--- src/rtl/ternary_rule_pair_column_permuter_top_assert.svh ---
// Assertion macros for the ternary rule pair column permuter.
`ifndef TERNARY_RULE_PAIR_COLUMN_PERMUTER_TOP_ASSERT_SVH
`define TERNARY_RULE_PAIR_COLUMN_PERMUTER_TOP_ASSERT_SVH

// Clocked check, held off while reset is asserted.
`define TRPCP_ASSERT(lbl, prop, msg) \
    lbl: assert property (@(posedge clk) disable iff (!rst_n) prop) else $error(msg);

// Clocked check that also holds through reset.
`define TRPCP_ASSERT_ALWAYS(lbl, prop, msg) \
    lbl: assert property (@(posedge clk) prop) else $error(msg);

`endif

--- src/rtl/trpcp_pkg.sv ---
// Package with types, constants and helper functions for the column permuter.
`timescale 1ns / 1ps
package trpcp_pkg;

    localparam int MAX_COLUMNS = 32;
    localparam int IDX_W       = $clog2(MAX_COLUMNS);
    localparam int CNT_W       = $clog2(MAX_COLUMNS + 1);
    localparam int CFG_W       = 6;
    localparam int COL_W       = 6;

    // Column count register value out of reset.
    localparam logic [CFG_W-1:0] COLS_RESET = 6'd32;

    localparam logic [1:0] SYM_DC  = 2'd2;
    localparam logic [1:0] SYM_BAD = 2'd3;

    typedef enum logic [1:0] {
        CLS_A_ONLY = 2'd0,
        CLS_BOTH   = 2'd1,
        CLS_B_ONLY = 2'd2,
        CLS_NONE   = 2'd3
    } cls_t;

    typedef enum logic [1:0] {
        ST_IDLE = 2'd0,
        ST_SCAN = 2'd1,
        ST_SWAP = 2'd2,
        ST_EMIT = 2'd3
    } state_t;

    typedef struct packed {
        logic [1:0]       a;
        logic [1:0]       b;
        logic [COL_W-1:0] col;
    } col_entry_t;

    typedef struct packed {
        cls_t cls;
        logic take;
        logic top;
    } cmp_res_t;

    // Fold the unused symbol code onto don't-care.
    function automatic logic [1:0] norm_sym(input logic [1:0] s);
        return (s == SYM_BAD) ? SYM_DC : s;
    endfunction

    function automatic cls_t col_class(input logic [1:0] a, input logic [1:0] b);
        logic a_spec;
        logic b_spec;
        a_spec = (a != SYM_DC);
        b_spec = (b != SYM_DC);
        if (a_spec && !b_spec) return CLS_A_ONLY;
        if (a_spec && b_spec)  return CLS_BOTH;
        if (b_spec)            return CLS_B_ONLY;
        return CLS_NONE;
    endfunction

    // Clamp the column count register into 1..MAX_COLUMNS.
    function automatic logic [CNT_W-1:0] eff_count(input logic [CFG_W-1:0] v);
        if (v == '0) return CNT_W'(1);
        if (CNT_W'(v) > CNT_W'(MAX_COLUMNS)) return CNT_W'(MAX_COLUMNS);
        return CNT_W'(v);
    endfunction

endpackage

--- src/rtl/trpcp_cmp_unit.sv ---
// Shared class compare unit used by the column search.
`timescale 1ns / 1ps
module trpcp_cmp_unit (
    input  trpcp_pkg::col_entry_t cand,
    input  logic                  first,
    input  trpcp_pkg::cls_t       best_cls,
    output trpcp_pkg::cmp_res_t   res
);
    import trpcp_pkg::*;

    cls_t cand_cls;

    always_comb
    begin
        cand_cls = col_class(cand.a, cand.b);
        res.cls  = cand_cls;
        // take the first candidate, then only a strictly better class
        res.take = first || (cand_cls < best_cls);
        // a new best in the top class ends the search early
        res.top  = res.take && (cand_cls == CLS_A_ONLY);
    end

endmodule

--- src/rtl/ternary_rule_pair_column_permuter_top.sv ---
// Top level of the ternary rule pair column permuter.
//
// Channel   Direction  Handshake                   Payload
// cfg       in         cfg_we                      cfg_wdata (columns_in_use)
// column    in         start && !busy              rule_a_symbol, rule_b_symbol
// result    out        result_strobe (one cycle)   original_column, out_a_symbol,
//                                                  out_b_symbol, last
//
// Column items load while the block is idle. The item that completes a pair
// starts the permute pass: position i scans columns i..n-1 one per cycle
// through the shared compare unit (stopping early on an only-A column), then
// swaps the best column into position i. Then n results leave one per cycle.
// Scan and emission are serialised through the single compare unit and the
// single read port of the column array. Reset clears control state and sets
// columns_in_use to 32; the column array is not cleared. The receiver cannot
// stall; busy stays high until the final result is registered.
`timescale 1ns / 1ps
module ternary_rule_pair_column_permuter_top (
    input  logic                           clk,
    input  logic                           rst_n,
    input  logic                           cfg_we,
    input  logic [trpcp_pkg::CFG_W-1:0]    cfg_wdata,
    input  logic                           start,
    output logic                           busy,
    input  logic [1:0]                     rule_a_symbol,
    input  logic [1:0]                     rule_b_symbol,
    output logic                           result_strobe,
    output logic [trpcp_pkg::COL_W-1:0]    original_column,
    output logic [1:0]                     out_a_symbol,
    output logic [1:0]                     out_b_symbol,
    output logic                           last
);
    import trpcp_pkg::*;

    `include "ternary_rule_pair_column_permuter_top_assert.svh"

    // Control state.
    state_t               state_reg,       state_next;
    logic [CFG_W-1:0]     cols_cfg_reg,    cols_cfg_next;
    logic [CNT_W-1:0]     load_count_reg,  load_count_next;
    logic [IDX_W-1:0]     pos_reg,         pos_next;
    logic [IDX_W-1:0]     scan_reg,        scan_next;
    logic                 strobe_reg,      strobe_next;

    // Search scratch and output payload.
    cls_t                 best_cls_reg,    best_cls_next;
    logic [IDX_W-1:0]     best_idx_reg,    best_idx_next;
    col_entry_t           best_data_reg,   best_data_next;
    col_entry_t           cur_data_reg,    cur_data_next;
    col_entry_t           out_data_reg,    out_data_next;
    logic                 last_reg,        last_next;

    // Column array: one read port, two write ports.
    col_entry_t           col_reg [MAX_COLUMNS];
    col_entry_t           rd_data;
    logic                 wr0_en, wr1_en;
    logic [IDX_W-1:0]     wr0_addr, wr1_addr;
    col_entry_t           wr0_data, wr1_data;

    logic [CNT_W-1:0]     n_cols;
    logic [IDX_W-1:0]     last_idx;
    logic [CFG_W-1:0]     load_cfg;
    logic [CNT_W-1:0]     load_n;
    logic [CNT_W-1:0]     load_base;
    logic [CNT_W-1:0]     load_idx;
    logic [CNT_W-1:0]     load_inc;
    cmp_res_t             cmp_res;

    assign n_cols   = eff_count(cols_cfg_reg);
    assign last_idx = IDX_W'(n_cols - CNT_W'(1));
    assign rd_data  = col_reg[scan_reg];

    // A write in the same cycle as a column item takes effect first.
    assign load_cfg  = cfg_we ? cfg_wdata : cols_cfg_reg;
    assign load_n    = eff_count(load_cfg);
    assign load_base = cfg_we ? '0 : load_count_reg;
    assign load_idx  = (load_base >= load_n) ? '0 : load_base;
    assign load_inc  = load_idx + CNT_W'(1);

    trpcp_cmp_unit u_cmp (
        .cand     (rd_data),
        .first    (scan_reg == pos_reg),
        .best_cls (best_cls_reg),
        .res      (cmp_res)
    );

    always_comb
    begin
        state_next      = state_reg;
        cols_cfg_next   = cfg_we ? cfg_wdata : cols_cfg_reg;
        load_count_next = cfg_we ? '0 : load_count_reg;
        pos_next        = pos_reg;
        scan_next       = scan_reg;
        strobe_next     = 1'b0;
        best_cls_next   = best_cls_reg;
        best_idx_next   = best_idx_reg;
        best_data_next  = best_data_reg;
        cur_data_next   = cur_data_reg;
        out_data_next   = out_data_reg;
        last_next       = last_reg;
        wr0_en          = 1'b0;
        wr1_en          = 1'b0;
        wr0_addr        = pos_reg;
        wr1_addr        = best_idx_reg;
        wr0_data        = best_data_reg;
        wr1_data        = cur_data_reg;

        unique case (state_reg)
            ST_IDLE:
            begin
                if (start)
                begin
                    // store the column with its 1-based index
                    wr0_en       = 1'b1;
                    wr0_addr     = IDX_W'(load_idx);
                    wr0_data.a   = norm_sym(rule_a_symbol);
                    wr0_data.b   = norm_sym(rule_b_symbol);
                    wr0_data.col = COL_W'(load_inc);
                    if (load_inc == load_n)
                    begin
                        load_count_next = '0;
                        pos_next        = '0;
                        scan_next       = '0;
                        state_next      = ST_SCAN;
                    end
                    else
                    begin
                        load_count_next = load_inc;
                    end
                end
            end

            ST_SCAN:
            begin
                if (scan_reg == pos_reg)
                begin
                    cur_data_next = rd_data;
                end
                if (cmp_res.take)
                begin
                    best_cls_next  = cmp_res.cls;
                    best_idx_next  = scan_reg;
                    best_data_next = rd_data;
                end
                if (cmp_res.top || (scan_reg == last_idx))
                begin
                    state_next = ST_SWAP;
                end
                else
                begin
                    scan_next = scan_reg + IDX_W'(1);
                end
            end

            ST_SWAP:
            begin
                // when the best is position i itself both writes carry the same entry
                wr0_en = 1'b1;
                wr1_en = 1'b1;
                if (pos_reg == last_idx)
                begin
                    scan_next  = '0;
                    state_next = ST_EMIT;
                end
                else
                begin
                    pos_next   = pos_reg + IDX_W'(1);
                    scan_next  = pos_reg + IDX_W'(1);
                    state_next = ST_SCAN;
                end
            end

            ST_EMIT:
            begin
                strobe_next   = 1'b1;
                out_data_next = rd_data;
                last_next     = (scan_reg == last_idx);
                if (scan_reg == last_idx)
                begin
                    state_next = ST_IDLE;
                end
                else
                begin
                    scan_next = scan_reg + IDX_W'(1);
                end
            end

            default:
            begin
                state_next = ST_IDLE;
            end
        endcase
    end

    always_ff @(posedge clk or negedge rst_n)
    begin
        if (!rst_n)
        begin
            state_reg      <= ST_IDLE;
            cols_cfg_reg   <= COLS_RESET;
            load_count_reg <= '0;
            pos_reg        <= '0;
            scan_reg       <= '0;
            strobe_reg     <= 1'b0;
        end
        else
        begin
            state_reg      <= state_next;
            cols_cfg_reg   <= cols_cfg_next;
            load_count_reg <= load_count_next;
            pos_reg        <= pos_next;
            scan_reg       <= scan_next;
            strobe_reg     <= strobe_next;
        end
    end

    // Payload: no reset.
    always_ff @(posedge clk)
    begin
        best_cls_reg  <= best_cls_next;
        best_idx_reg  <= best_idx_next;
        best_data_reg <= best_data_next;
        cur_data_reg  <= cur_data_next;
        out_data_reg  <= out_data_next;
        last_reg      <= last_next;
        if (wr0_en)
        begin
            col_reg[wr0_addr] <= wr0_data;
        end
        if (wr1_en)
        begin
            col_reg[wr1_addr] <= wr1_data;
        end
    end

    assign busy            = (state_reg != ST_IDLE);
    assign result_strobe   = strobe_reg;
    assign original_column = out_data_reg.col;
    assign out_a_symbol    = out_data_reg.a;
    assign out_b_symbol    = out_data_reg.b;
    assign last            = last_reg;

    // A result only leaves after an emit cycle.
    `TRPCP_ASSERT(a_strobe_from_emit, result_strobe |-> $past(state_reg == ST_EMIT), "result without emit cycle")
    // The final result of a pass is followed by a quiet cycle.
    `TRPCP_ASSERT(a_last_ends_burst, (result_strobe && last) |=> !result_strobe, "result after last")
    // Busy drops only together with the final result.
    `TRPCP_ASSERT(a_busy_fall_last, $fell(busy) |-> (result_strobe && last), "busy dropped early")
    // The search never looks below the position being filled.
    `TRPCP_ASSERT_ALWAYS(a_scan_ge_pos, (rst_n && state_reg == ST_SCAN) |-> (scan_reg >= pos_reg), "scan below position")

endmodule

--- config.mk ---
export PLATFORM = sky130hd
export DESIGN_NAME = ternary_rule_pair_column_permuter_top
export DESIGN_NICKNAME = d
export VERILOG_FILES = /design/src/rtl/trpcp_pkg.sv /design/src/rtl/trpcp_cmp_unit.sv /design/src/rtl/ternary_rule_pair_column_permuter_top.sv
export VERILOG_INCLUDE_DIRS = /design/src /design/src/rtl
export SDC_FILE = /design/constraint.sdc
export NUM_CORES = 1
export LEC_CHECK = 0
export BUFFER_PORTS_ARGS = -buffer_cell sky130_fd_sc_hd__buf_2
export CORE_ASPECT_RATIO = 1.4
export CORE_MARGIN = 4
export CORE_UTILIZATION = 38
export CTS_CLUSTER_DIAMETER = 120
export DETAILED_ROUTE_END_ITERATION = 10
export GPL_TIMING_DRIVEN = 0
export PLACE_DENSITY_LB_ADDON = 0.2
export SYNTH_ARGS = -nofsm -noshare
export SYNTH_HDL_FRONTEND = slang
export SYNTH_SLANG_ARGS = --single-unit
--- constraint.sdc ---
create_clock -name clk -period 4 [get_ports clk]
set_input_delay 0.2 -clock clk [delete_from_list [all_inputs] [get_ports clk]]
set_output_delay 0.2 -clock clk [all_outputs]
set_load 0.02 [all_outputs]
Word level (Yosys, flattened, before mapping)
Memory sizes are Yosys's and may differ from the RTL's.
Cells that the tools add are included.

word-level totals
  flip-flop bits (word level) = 63
  memory bits (writable) = 320
  input bits = 14
  output and inout bits = 13
  logic and storage cells = 122
  memories kept = 1

cells by class
  $add $sub $neg = 4
  magnitude comparators = 4
  equality and inequality tests = 18
  muxes and demuxes = 60
  reduce and logical (&&, ||, !) cells = 17

memories
  memory   depth  width  read ports  clocked after memory_dff  wr ports  line                                         text
  col_reg  32     10     1           0                         2         ternary_rule_pair_column_permuter_top.sv:54  col_entry_t col_reg [MAX_COLUMNS];

operators with widths
  cell                                                                 count
  5-bit 2-to-1 mux                                                     12
  6-bit 2-to-1 mux                                                     10
  2-bit 2-to-1 mux                                                     13
  10-bit 2-to-1 mux                                                    2
  5-bit one-hot mux with 4 select lines                                1
  1-bit 2-to-1 mux                                                     19
  2-bit inequality test (second input constant)                        9
  5-bit == test                                                        3
  6-bit > comparator (second input constant)                           2
  6-bit zero test                                                      2
  4-bit AND reduction                                                  3
  5-bit by 1-bit adder with 5-bit output (second input constant)       2
  5-bit one-hot mux with 2 select lines                                1
  2-bit == test (second input constant)                                4
  2-bit one-hot mux with 4 select lines                                1
  6-bit by 1-bit adder with 6-bit output (second input constant)       1
  6-bit == test                                                        1
  6-bit greater-or-equal comparator                                    1
  5-bit by 1-bit subtractor with 5-bit output (second input constant)  1
  2-bit zero test                                                      2
  2-bit AND reduction                                                  2
  2-bit nonzero test                                                   2
  1-bit logical AND                                                    3
  2-bit by 1-bit == test with 1-bit output (second input constant)     1
  other kinds (4)                                                      5

Depth between registers and ports, before layout
Gate-level depths: netlist of run 1.
An unclocked memory read counts as a cell.

  depth after elaboration = 17
  gate-level depth with buffers = 20
  gate-level depth less buffers = 18

Hierarchy
Synthesis of run 1 repeated with hierarchy kept, for this count alone.

second synthesis, totals
  cells, all modules = 1622
  area, all modules = 19332.3 um^2

by module, submodules not included
  module                                 instances  cells an instance  area each (um^2)  sequential area each (um^2)
  ternary_rule_pair_column_permuter_top  1          1610               19247.2           11377.2
  trpcp_cmp_unit                         1          12                 85.1              0.0

Worst setup path after synthesis of run 1
OpenSTA, ideal clock, no wires.

  path type = register to register
  from = register cols_cfg_reg[5]
  to = register scan_reg[0]
  library setup time = 0.125 ns
  data arrival time = 4.182 ns
  required time = 3.875 ns
  slack = -0.307 ns
  cell stages (with the launch flop) = 21
  path buffers = 2
  period minus slack after synthesis = 4.307 ns
  path through = dfstp_2 -> mux2i_4 -> inv_4 -> nor2_1 -> inv_1 -> ha_1 -> a211o_1 -> a21oi_1 -> o21ai_0 -> clkbuf_1 -> nor2_1 -> ha_1 -> buf_1 -> nand3_1 -> mux2i_1 -> nand2b_1 -> a221oi_1 -> o311a_1 -> a31oi_1 -> nor2_4 -> mux2_4

between the ends
  word-level cells in the longest chain between the ends = 12
  elaborated cells between the ends (all ways) = 31
  classes of those cells = add/sub: 2; order compare: 3; eq/ne: 6; mux: 16; reduce/logical: 4

RTL lines
  what                                    line                                          text
  start: declaration                      ternary_rule_pair_column_permuter_top.sv:39   logic [CFG_W-1:0] cols_cfg_reg, cols_cfg_next;
  start signal: assignment                ternary_rule_pair_column_permuter_top.sv:209  cols_cfg_reg <= cols_cfg_next;
  6-bit 2-to-1 mux                        --
  6-bit > comparator                      trpcp_pkg.sv:62                               if (CNT_W'(v) > CNT_W'(MAX_COLUMNS)) return CNT_W'(MAX_COLUMNS);
  1-bit 2-to-1 mux (2 in series)          trpcp_pkg.sv:62
  6-bit 2-to-1 mux                        trpcp_pkg.sv:63                               return CNT_W'(v);
  6-bit 2-to-1 mux                        trpcp_pkg.sv:62
  6-bit greater-or-equal comparator       ternary_rule_pair_column_permuter_top.sv:77   assign load_idx = (load_base >= load_n) ? '0 : load_base;
  6-bit 2-to-1 mux                        ternary_rule_pair_column_permuter_top.sv:77
  6-bit by 1-bit adder with 6-bit output  ternary_rule_pair_column_permuter_top.sv:78   assign load_inc = load_idx + CNT_W'(1);
  6-bit == test                           ternary_rule_pair_column_permuter_top.sv:119  if (load_inc == load_n)
  2-bit inequality test (no source line)  --
  4-bit AND reduction (no source line)    --
  end signal: assignment                  ternary_rule_pair_column_permuter_top.sv:212  scan_reg <= scan_next;
  end: declaration                        ternary_rule_pair_column_permuter_top.sv:42   logic [IDX_W-1:0] scan_reg, scan_next;

Parallel ways exist; a longest one is shown, timed or not. The select of a mux whose other input is x is not followed.
A chain may end at the register's enable or synchronous reset.

==> results of run 1 <==
## worst max-delay path, delay by kind of cell, from the launching register on
| kind | cells | cell delay (ns) |
|---|---|---|
| adder cells (fa/ha/maj) | 1 | 0.28 |
| AO/OA/AOI/OAI | 5 | 1.38 |
| buffers and inverters | 2 | 0.68 |
| flip-flops | 1 | 0.39 |
| multiplexers | 1 | 0.29 |
| AND/OR/NAND/NOR | 3 | 0.66 |
## synthesized netlist by cell type, types with 2 or more instances
library cell	count
sky130_fd_sc_hd__o31a_1	2
sky130_fd_sc_hd__mux2i_1	9
sky130_fd_sc_hd__ha_1	13
sky130_fd_sc_hd__o221ai_1	2
sky130_fd_sc_hd__nand3_1	16
sky130_fd_sc_hd__buf_1	10
sky130_fd_sc_hd__o21ai_1	2
sky130_fd_sc_hd__and3b_1	2
sky130_fd_sc_hd__buf_2	7
sky130_fd_sc_hd__clkbuf_1	121
sky130_fd_sc_hd__o22ai_1	4
sky130_fd_sc_hd__or2_2	2
sky130_fd_sc_hd__and3_1	2
sky130_fd_sc_hd__nand2b_1	11
sky130_fd_sc_hd__nor2b_1	4
sky130_fd_sc_hd__nor4_1	4
sky130_fd_sc_hd__mux2_2	65
sky130_fd_sc_hd__or3_1	4
sky130_fd_sc_hd__nand4_1	3
sky130_fd_sc_hd__a41oi_1	2
sky130_fd_sc_hd__nand2_1	92
sky130_fd_sc_hd__nor2_1	274
sky130_fd_sc_hd__o31ai_1	3
sky130_fd_sc_hd__edfxtp_1	358
sky130_fd_sc_hd__xor2_1	8
sky130_fd_sc_hd__mux4_2	100
sky130_fd_sc_hd__o21a_1	3
sky130_fd_sc_hd__nor3b_1	8
sky130_fd_sc_hd__dfrtp_1	24
sky130_fd_sc_hd__inv_1	27
sky130_fd_sc_hd__a31oi_1	3
sky130_fd_sc_hd__xnor2_1	12
sky130_fd_sc_hd__a21o_1	2
sky130_fd_sc_hd__a21oi_1	275
sky130_fd_sc_hd__xnor3_1	2
sky130_fd_sc_hd__or4_1	2
sky130_fd_sc_hd__o21ai_0	42
sky130_fd_sc_hd__nor3_1	11
## power by group
| part | internal [mW] | switching [mW] | total (mW) | leakage (nW) |
|---|---|---|---|---|
| sequential | 5.54 | 0.283 | 5.83 | 3.55 |
| clock | 2.16 | 1.68 | 3.84 | 0.647 |
| combinational | 3.01 | 4.60 | 7.60 | 3.81 |
| total | 10.7 | 6.55 | 17.3 | 8.00 |
## worst min-delay path by stage
stage,endpoint,from,cells past startpoint
final,cols_cfg_reg[2],cfg_wdata[2],4
after global routing,cols_cfg_reg[2],cfg_wdata[2],4
after CTS,cols_cfg_reg[5],cfg_we,3
after detailed placement,cols_cfg_reg[3],rst_n,1
after global placement,cols_cfg_reg[3],rst_n,1
after floorplan,cols_cfg_reg[0],rst_n,0
## area by class of cell
cell class,instances,area (um^2)
Fill cell,4558,27350
Tap cell,643,804.5
Buffer,134,675.6
Multi-Input combinational cell,1013,7809
Timing Repair Buffer,99,805.8
Sequential cell,383,11380
Clock inverter,29,255.2
Inverter,29,111.4
Clock buffer,45,1051
## what timing repair did
action	CTS	global route
setup endpoints to repair	527	300
pin swaps	5	26
buffers inserted	18	27
cloned	0	3
gates resized for setup	110	63
hold endpoints to repair	29	0
hold buffers	6	0
## per-stage QoR
step	area (um^2)	worst slack, ns	hold WS, ns	TNS (ns)	utilization
finish	22900	-0.04256	0.1002	-0.5202	0.4557
detailed placement	20470	-1.670	0.2591	-420.23	0.4075
global placement	20280	-1.616	0.2542	-593.23	0.4037
floorplan	19350	-0.1188	-0.09559	-0.1188	-
global route	22900	-0.1930	0.09905	-9.289	0.4557
CTS	22340	-0.01569	0.07002	-0.06251	0.4445
## per-layer routing
metal  vias up  global-route usage  part of all wire  routed length, um
met5         -                   0                 0                  0
met4         0              0.1394             0.072               4864
met3       194             0.03087             0.071               4801
met2       742              0.4174              0.50              34170
met1      7064              0.2955              0.36              24160
li1       6112                   -                 -                  -
## logic make-up after synthesis
logic type,after synthesis,synth area share
mux,176,0.1609
xor+xnor,23,0.01223
fa+ha+maj,13,0.008409
buf+inv,168,0.03357
flops,383,0.5882
simple gates,444,0.09748
compound gates,357,0.09929
==> parameters.txt, run 1 <==
Parameter                              Value

Run status
  Run status    finished, violations left
  Violations in the final reports    setup timing

Floorplanning
  Die width    between 150 and 200 um
  Die span in y    around 270 um
  Core ar.    about 50,000 um^2
  Initial core utilization    0.3850
  Die ar.    54,630 um^2
  Number of cell rows    97
  Number of primary I/O pins    27

Critical path
  Startpoint of the most critical register-to-register path    cols_cfg_reg[0]
  R2R Path End    col_reg[28][6]
  Largest fanout of any net on the critical path    10
  Critical Path RT    4.19 ns
  Number of cells traversed by the worst register-to-register path    12
  Category of the worst setup path capture point    flop
  Critical setup path kind    flop to flop
  Launch point of the critical path    cols_cfg_reg[0]
  Crit path DAT    around 4.2 ns
  Critical path startpoint category    flop
  Biggest cell delay along the critical path    0.76 ns
  Crit path max-delay cell type    sky130_fd_sc_hd__o21ai_2
  Worst path cell trace    mux2_4 > a41oi_2 > nor2_2 > ha_1 > nand2b_4 > a21oi_4 > o211ai_1 > buf_4 > a22oi_1 > or3b_2 > clkbuf_1 > o21ai_2
  Worst setup slack for register-to-register paths    -0.04 ns
  Critical path endpoint    col_reg[28][6]

CTS
  Cts bufs inserted    40
  TritonCTS clock tree    done
  Root Driver    sky130_fd_sc_hd__clkbuf_16
  Clock-pin slew on the worst setup and hold paths    around 0.060 ns
  Clock sinks    around 380
  Insertion delay to the later sink of the worst-skew pair    about 0.57 ns
  CTS H-tree depth    2
  Number of buffers between clock root and the deepest sink    3

Pwr
  Leak pwr    7.999 nW
  Highest ir drop seen on vdd    371.4 uV
  Total power consumption of the routed design    17.27 mW
  Power density cells    roughly 750 nW/um^2

Finish
  Max FFs per register    320
  Most frequent cells in the layout    sky130_fd_sc_hd__edfxtp_1 (358), sky130_fd_sc_hd__nor2_1 (268), sky130_fd_sc_hd__a21oi_1 (266)
  Signed area change from the synthesized netlist to the final layout    18.36%
  Nets    1,727
  Antenna cell count    0
  Most common cell after layout, fill and taps aside    sky130_fd_sc_hd__edfxtp_1
  Final non-filler cell total    2,375
  Fraction of layout instances using a drive strength above 1    0.2546

Global route
  Number of global-route vias before repair    13,830
  Initial antenna violation count    0
  Global-route congestion overflow total    0
  Largest net degree at the start of global routing    26
  Combined global-route utilization of all metal layers    0.2435
  Global-route wire length before repair    between 90,000 and 100,000 um

STA
  Transition time at the pin with the least slew margin    approximately 1.2 ns
  Unrepaired setup endpoints after global routing    yes
  Max Fclk    247.4 MHz
  Hold violation total from the final report    0
  Headroom to the max-slew limit    0.2099
  Post-route fraction of the period consumed by the critical path    1.011
  Final period demand of the worst path    4.043 ns
  Clock skew after layout    0.02742 ns
  Final number of max-transition violations    0
  Setup slack after layout    -0.04256 ns
  # setup viols final    18

Logic synthesis
  Count of yosys warnings during synthesis    0
  Post-synthesis cell area    ~19,000 um^2
  Yosys top cell area share    0.5558
  Synthesized Nets    1,591
  Leading register cell type out of synthesis    sky130_fd_sc_hd__edfxtp_1
  Count of flip-flops with a built-in enable after synthesis    358
  Synth cell types    between 70 and 80
  Number of instances in the synthesized netlist    1,564
  Sequential area share after synthesis    0.5882
  Cell type with the largest total area after synthesis    sky130_fd_sc_hd__edfxtp_1
  Synth area leaders    sky130_fd_sc_hd__edfxtp_1 (56%), sky130_fd_sc_hd__mux4_2 (12%), sky130_fd_sc_hd__a21oi_1 (7.1%), sky130_fd_sc_hd__nor2_1 (5.3%), sky130_fd_sc_hd__mux2_2 (3.8%)
  Avg Synthesized Cell Area    12.37 um^2
  Fraction of registers with async set/reset    0.06527
  #FFs+latches synth    383

Worst hold path
  Class of the tightest hold or removal check    input port to flop

Placed design
  Number of port buffers    26
  Post-DP HPWL    roughly 47,000 um
  Cells after DPL    2,252
  Gpl congestion    0.9244

Flow run
  Max-capacitance violation count    0

Drt
  DR vias    14,110
  Average via count per standard cell    a little under 6
  Wire length per cell    28.63 um
  Number of design rule violations left after detail routing    0
  Count of TritonRoute iterations in the first routing pass    6
  Number of DRC markers after the initial detailed-route iteration    roughly 1,500
  Remaining antenna violation count    0
  Routed wire length    68,000 um
No activity file was read; power rests on OpenSTA's default activity.
==> inputs of run 2 (changes only) <==
==> constraint.sdc (replaced) <==
create_clock -name clk -period 4.9 [get_ports clk]
set_input_delay 0.245 -clock clk [delete_from_list [all_inputs] [get_ports clk]]
set_output_delay 0.245 -clock clk [all_outputs]
set_load 0.005 [all_outputs]
==> run 2 against run 1 <==
Effect of this change:
- the run now ends clean
- worst hold slack worse by 0.089 ns
- die area unchanged
- maximum frequency down 14%
- clock skew down 0.011 ns
- register-to-register slack better by 0.26 ns
- worst setup slack better by 0.26 ns
- total power down 23%
- final cell count down 1.7%
- global-route usage down 0.37 points
- count of clock-buffer cells in the layout up 8
==> parameters.txt, run 2 (synthesized netlist as in run 1, its figures left out) <==
Parameter                              Value

Drt
  Average via count per standard cell    5.936
  Routed wire length    66,570 um
  DR vias    13,850
  Wire length per cell    28.52 um
  Number of design rule violations left after detail routing    0
  Remaining antenna violation count    0
  Number of DRC markers after the initial detailed-route iteration    1,639
  Count of TritonRoute iterations in the first routing pass    5

Floorplanning
  Number of cell rows    between 90 and 100
  Core ar.    50,250 um^2
  Initial core utilization    0.3850
  Die ar.    about 55,000 um^2
  Die width    198.7 um
  Number of primary I/O pins    27
  Die span in y    275.0 um

Placed design
  Post-DP HPWL    47,380 um
  Number of port buffers    26
  Gpl congestion    0.9114

Critical path
  Critical setup path kind    flop to flop
  Worst path cell trace    clkbuf_1 > buf_6 > buf_6 > mux4_2 > mux4_2 > nand2_1 > nand3_1 > ha_1 > nor2_1 > ha_1 > a21oi_1 > a41oi_2 > nor3b_1 > o21a_2 > nor4_1 > a311oi_1 > o21ai_1
  Crit path DAT    5.10 ns
  Crit path max-delay cell type    sky130_fd_sc_hd__mux4_2
  Largest fanout of any net on the critical path    10
  Biggest cell delay along the critical path    0.59 ns
  Category of the worst setup path capture point    flop
  Critical Path RT    5.32 ns
  Crit path buf inv count    3
  Critical path startpoint category    flop
  Family with the most delay on the worst path    multiplexers

Finish
  Max FFs per register    320
  Nets    1,689
  Signed area change from the synthesized netlist to the final layout    13.27%
  Fraction of layout instances using a drive strength above 1    0.1888
  Most common cell after layout, fill and taps aside    sky130_fd_sc_hd__edfxtp_1
  Most frequent cells in the layout    sky130_fd_sc_hd__edfxtp_1 (358), sky130_fd_sc_hd__nor2_1 (272), sky130_fd_sc_hd__a21oi_1 (272)

Flow run
  Max-capacitance violation count    0

Global route
  Global-route congestion overflow total    0
  Combined global-route utilization of all metal layers    0.2398
  Number of global-route vias before repair    13,500
  Initial antenna violation count    0
  Largest net degree at the start of global routing    26
  Global-route wire length before repair    94,130 um

Worst hold path
  Class of the tightest hold or removal check    input port to flop

Pwr
  Highest ir drop seen on vdd    339.2 uV
  Power density cells    a little over 600 nW/um^2
  Leak pwr    ~7.6 nW
  Total power consumption of the routed design    around 13 mW

STA
  Post-route fraction of the period consumed by the critical path    0.9547
  Headroom to the max-slew limit    0.09480
  Transition time at the pin with the least slew margin    1.353 ns
  # setup viols final    0
  Max Fclk    213.8 MHz
  Final period demand of the worst path    ~4.7 ns
  Unrepaired setup endpoints after global routing    yes
  Setup tns final    0 ns
  Final number of max-transition violations    0
  Hold violation total from the final report    0
  Clock skew after layout    0.01674 ns

CTS
  Number of buffers between clock root and the deepest sink    3
  TritonCTS clock tree    done
  Clock-pin slew on the worst setup and hold paths    0.06 ns
  CTS H-tree depth    2
  Root Driver    sky130_fd_sc_hd__clkbuf_16
  Clock sinks    383
  Cts bufs inserted    40
  Insertion delay to the later sink of the worst-skew pair    0.56 ns

Run status
  Run status    complete, no violations
## run 2: path summary, 6_finish.rpt
kind / slack, ns / to / cells after the start / startpoint
worst min-delay path: 0.01 / cols_cfg_reg[5] / 3 / cfg_wdata[5]
worst min register to register: 0.46 / best_idx_reg[2] / 0 / scan_reg[2]
max in group asynchronous: 4.22 / scan_reg[2] / 2 / rst_n
worst max-delay path: 0.22 / scan_reg[3] / 17 / scan_reg[0]
worst max register to register: 0.22 / scan_reg[3] / 17 / scan_reg[0]
min in group asynchronous: 0.25 / cols_cfg_reg[0] / 2 / rst_n
## run 2: layer usage
| metal | vias up | track usage | routed length [um] |
|---|---|---|---|
| li1 | 6043 | - | - |
| met1 | 6896 | 0.2909 | 23710 |
| met2 | 752 | 0.4152 | 33760 |
| met3 | 163 | 0.03246 | 4979 |
| met4 | 0 | 0.1262 | 4115 |
| met5 | - | 0 | 0 |
## run 2: what timing repair did
action | in CTS | in global routing
setup endpoints to repair | 163 | 344
endpoints found under the hold margin | 28 | 0
buffers inserted | 0 | 1
pin swaps | 0 | 0
hold buffers | 5 | 0
resized for setup | 24 | 26
## run 2: power breakdown
part,total [mW],internal (mW),switching (mW)
registers,4.71,4.53,0.185
clock network,3.01,1.69,1.32
logic,5.60,2.03,3.57
total,13.3,8.26,5.07
## run 2: layout make-up
cell class,count,area (um^2)
clock buffers,53,1071
diodes,1,2.502
plain buffers,138,565.5
well taps,643,804.5
inverters,29,111.4
repair buffers,57,409.1
clock inverters,17,158.9
flip-flops and latches,383,11380
multi-input cells,1013,7410
fillers,4714,28340
## run 2: per-stage QoR
stage                     utilization  instances  hold WS (ns)  setup slack (ns)  instance area, um^2
after floorplan                     -       1564      -0.05059            0.5932                19340
after global placement         0.4036       2233        0.3031            -1.229                20280
after detailed placement       0.4081       2258        0.3076           -0.9154                20510
after CTS                      0.4346       2332       0.05437           -0.2893                21840
after global routing           0.4360       2333       0.01335          -0.05619                21910
final                          0.4361       2334       0.01092            0.2220                21910
## run 2: worst reg2reg max path: cells and delay by family (launching register included)
family                     cells  cell delay, ns
and+or+nand+nor                5            0.80
muxes                          2            1.14
AOI/OAI and AO/OA              5            0.90
adders and majority gates      2            0.53
DFF                            1            0.37
buffers and inverters          3            0.82
==> inputs of run 3 (changes only) <==
--- a/config.mk
+++ b/config.mk
@@ -14,6 +14,7 @@
 export DETAILED_ROUTE_END_ITERATION = 10
 export GPL_TIMING_DRIVEN = 0
 export PLACE_DENSITY_LB_ADDON = 0.2
+export REMOVE_ABC_BUFFERS = 1
 export SYNTH_ARGS = -nofsm -noshare
 export SYNTH_HDL_FRONTEND = slang
 export SYNTH_SLANG_ARGS = --single-unit
==> run 3 against run 2 <==
Effect of this change:
- first-iteration DRC count shrank 20%
- utilization up 0.42 points
- total power fell by 2.2%
- critical path depth is the same
- sequential power up 4.2%
- clock power down 5%
- largest cell class unchanged
- highest routed layer unchanged
==> parameters.txt, run 3 (synthesized netlist as in run 1, its figures left out) <==
Parameter                              Value

STA
  Hold violation total from the final report    0
  Headroom to the max-slew limit    0.07271
  Unrepaired setup endpoints after global routing    no
  Clock skew after layout    approximately 0.019 ns
  Final period demand of the worst path    4.618 ns
  # setup viols final    0
  Post-route fraction of the period consumed by the critical path    0.9424
  Transition time at the pin with the least slew margin    1.391 ns
  Setup tns final    0 ns
  Max Fclk    216.6 MHz
  Worst hold margin    0.02254 ns
  Final number of max-transition violations    0
  Setup slack after layout    0.2824 ns

Critical path
  Biggest cell delay along the critical path    0.73 ns
  Critical path startpoint category    flop
  Critical setup path kind    flop to flop
  Critical Path RT    5.30 ns
  Largest fanout of any net on the critical path    45
  Category of the worst setup path capture point    flop
  Worst path cell trace    buf_16 > mux4_2 > mux4_2 > nand2_1 > nand2_1 > a21oi_1 > inv_1 > ha_1 > nor2_1 > ha_1 > a21oi_1 > a41oi_1 > nor3b_1 > o21a_1 > nor4_1 > a311oi_1 > o21ai_1
  Crit path max-delay cell type    sky130_fd_sc_hd__dfrtp_4
  Crit path DAT    5.02 ns

Global route
  Global-route congestion overflow total    0
  Initial antenna violation count    0
  Global-route wire length before repair    between 80,000 and 90,000 um
  Largest net degree at the start of global routing    46
  Number of global-route vias before repair    about 13,000
  Combined global-route utilization of all metal layers    0.1998

Placed design
  Cells after DPL    2,140
  Gpl congestion    0.8151
  Post-DP HPWL    ~38,000 um
  Placement-stage worst setup slack    -0.4297 ns
  Number of port buffers    26

Pwr
  Highest ir drop seen on vdd    375.8 uV
  Leak pwr    about 7.7 nW
  Power density cells    589.3 nW/um^2

Floorplanning
  Die span in y    275.0 um
  Die ar.    54,630 um^2
  Die width    198.7 um
  Number of primary I/O pins    27
  Core ar.    50,250 um^2
  Initial core utilization    0.3850
  Number of cell rows    97

Drt
  Wire length on met2    roughly 29,000 um
  Average via count per standard cell    5.694
  Wire length on met3    2872 um
  Top layer in use    met4
  Count of TritonRoute iterations in the first routing pass    5
  DR vias    12,680
  Number of DRC markers after the initial detailed-route iteration    between 1,000 and 1,500
  Total routed wire length on the met1 layer    21,410 um
  Wire length per cell    25.04 um
  Remaining antenna violation count    0
  Number of design rule violations left after detail routing    0
  Routed wire length    55,760 um

CTS
  Cts bufs inserted    39
  TritonCTS clock tree    done
  Insertion delay to the later sink of the worst-skew pair    0.54 ns
  Root Driver    sky130_fd_sc_hd__clkbuf_16
  Clock-pin slew on the worst setup and hold paths    0.06 ns
  CTS H-tree depth    2
  Clock sinks    ~380
  Number of buffers between clock root and the deepest sink    3

Worst hold path
  Class of the tightest hold or removal check    input port to flop

Finish
  Combined area of the multi-input logic cells    7473 um^2
  Most common cell after layout, fill and taps aside    sky130_fd_sc_hd__edfxtp_1
  Area occupied by registers    11,380 um^2
  Signed area change from the synthesized netlist to the final layout    14.35%
  Final-layout fill cell count    4,554
  Fraction of layout instances using a drive strength above 1    0.2178
  Final non-filler cell total    ~2,200
  Antenna cell count    0
  Final core area utilization    0.4402
  Max FFs per register    320
  Most frequent cells in the layout    sky130_fd_sc_hd__edfxtp_1 (358), sky130_fd_sc_hd__nor2_1 (273), sky130_fd_sc_hd__a21oi_1 (269)
  Nets    1,586

Run status
  Run status    complete, no violations

Flow run
  Max-capacitance violation count    0
[run 3: power by group]
| group | switching (mW) | internal (mW) |
|---|---|---|
| Combinational | 2.96 | 2.29 |
| Sequential | 0.378 | 4.53 |
| Clock | 1.25 | 1.63 |
| Total | 4.58 | 8.45 |
[run 3: timing repair]
item	4_1_cts	5_1_grt
endpoints found under the setup margin	60	139
buffers inserted	0	9
gates resized for setup	2	7
cloned	0	1
hold buffers	2	0
endpoints found under the hold margin	25	0
[run 3: final cells by class]
cell class,instances,area share
clock buffer,47,0.04593
tap,643,0.03637
clock inverter,19,0.007523
sequential,383,0.5147
inverter,29,0.005204
timing repair buffer,93,0.05238
multi-input combinational,1013,0.3379
[run 3: metal layers]
layer,track usage,up-vias
li1,-,5814
met2,0.3600,463
met5,0,-
met3,0.02340,91
met1,0.2462,6313
met4,0.07346,0
[run 3: worst paths after layout]
| check | from | to | slack, ns | cells past startpoint |
|---|---|---|---|---|
| setup / recovery | scan_reg[1] | scan_reg[3] | 0.28 | 17 |
| min in group asynchronous | rst_n | cols_cfg_reg[0] | 0.30 | 2 |
| hold / removal | cfg_wdata[1] | cols_cfg_reg[1] | 0.02 | 3 |
| setup reg to reg | scan_reg[1] | scan_reg[3] | 0.28 | 17 |
| hold reg to reg | load_count_reg[0] | load_count_reg[0] | 0.62 | 2 |
| max in group asynchronous | rst_n | scan_reg[1] | 4.07 | 2 |
[run 3: critical path, delay by kind of cell (launching register included)]
family	cells	cell delay [ns]
fa+ha+maj	2	0.42
simple gates	5	0.67
compound gates	6	1.25
mux	2	0.94
buf+inv	2	0.38
flops	1	0.73
[run 3: stage by stage]
stage	instance area (um^2)	power (mW)
finish	22120	13.03
global route	22120	13.63
CTS	21730	12.93
detailed placement	20520	10.04
global placement	19740	9.829
floorplan	18810	8.122
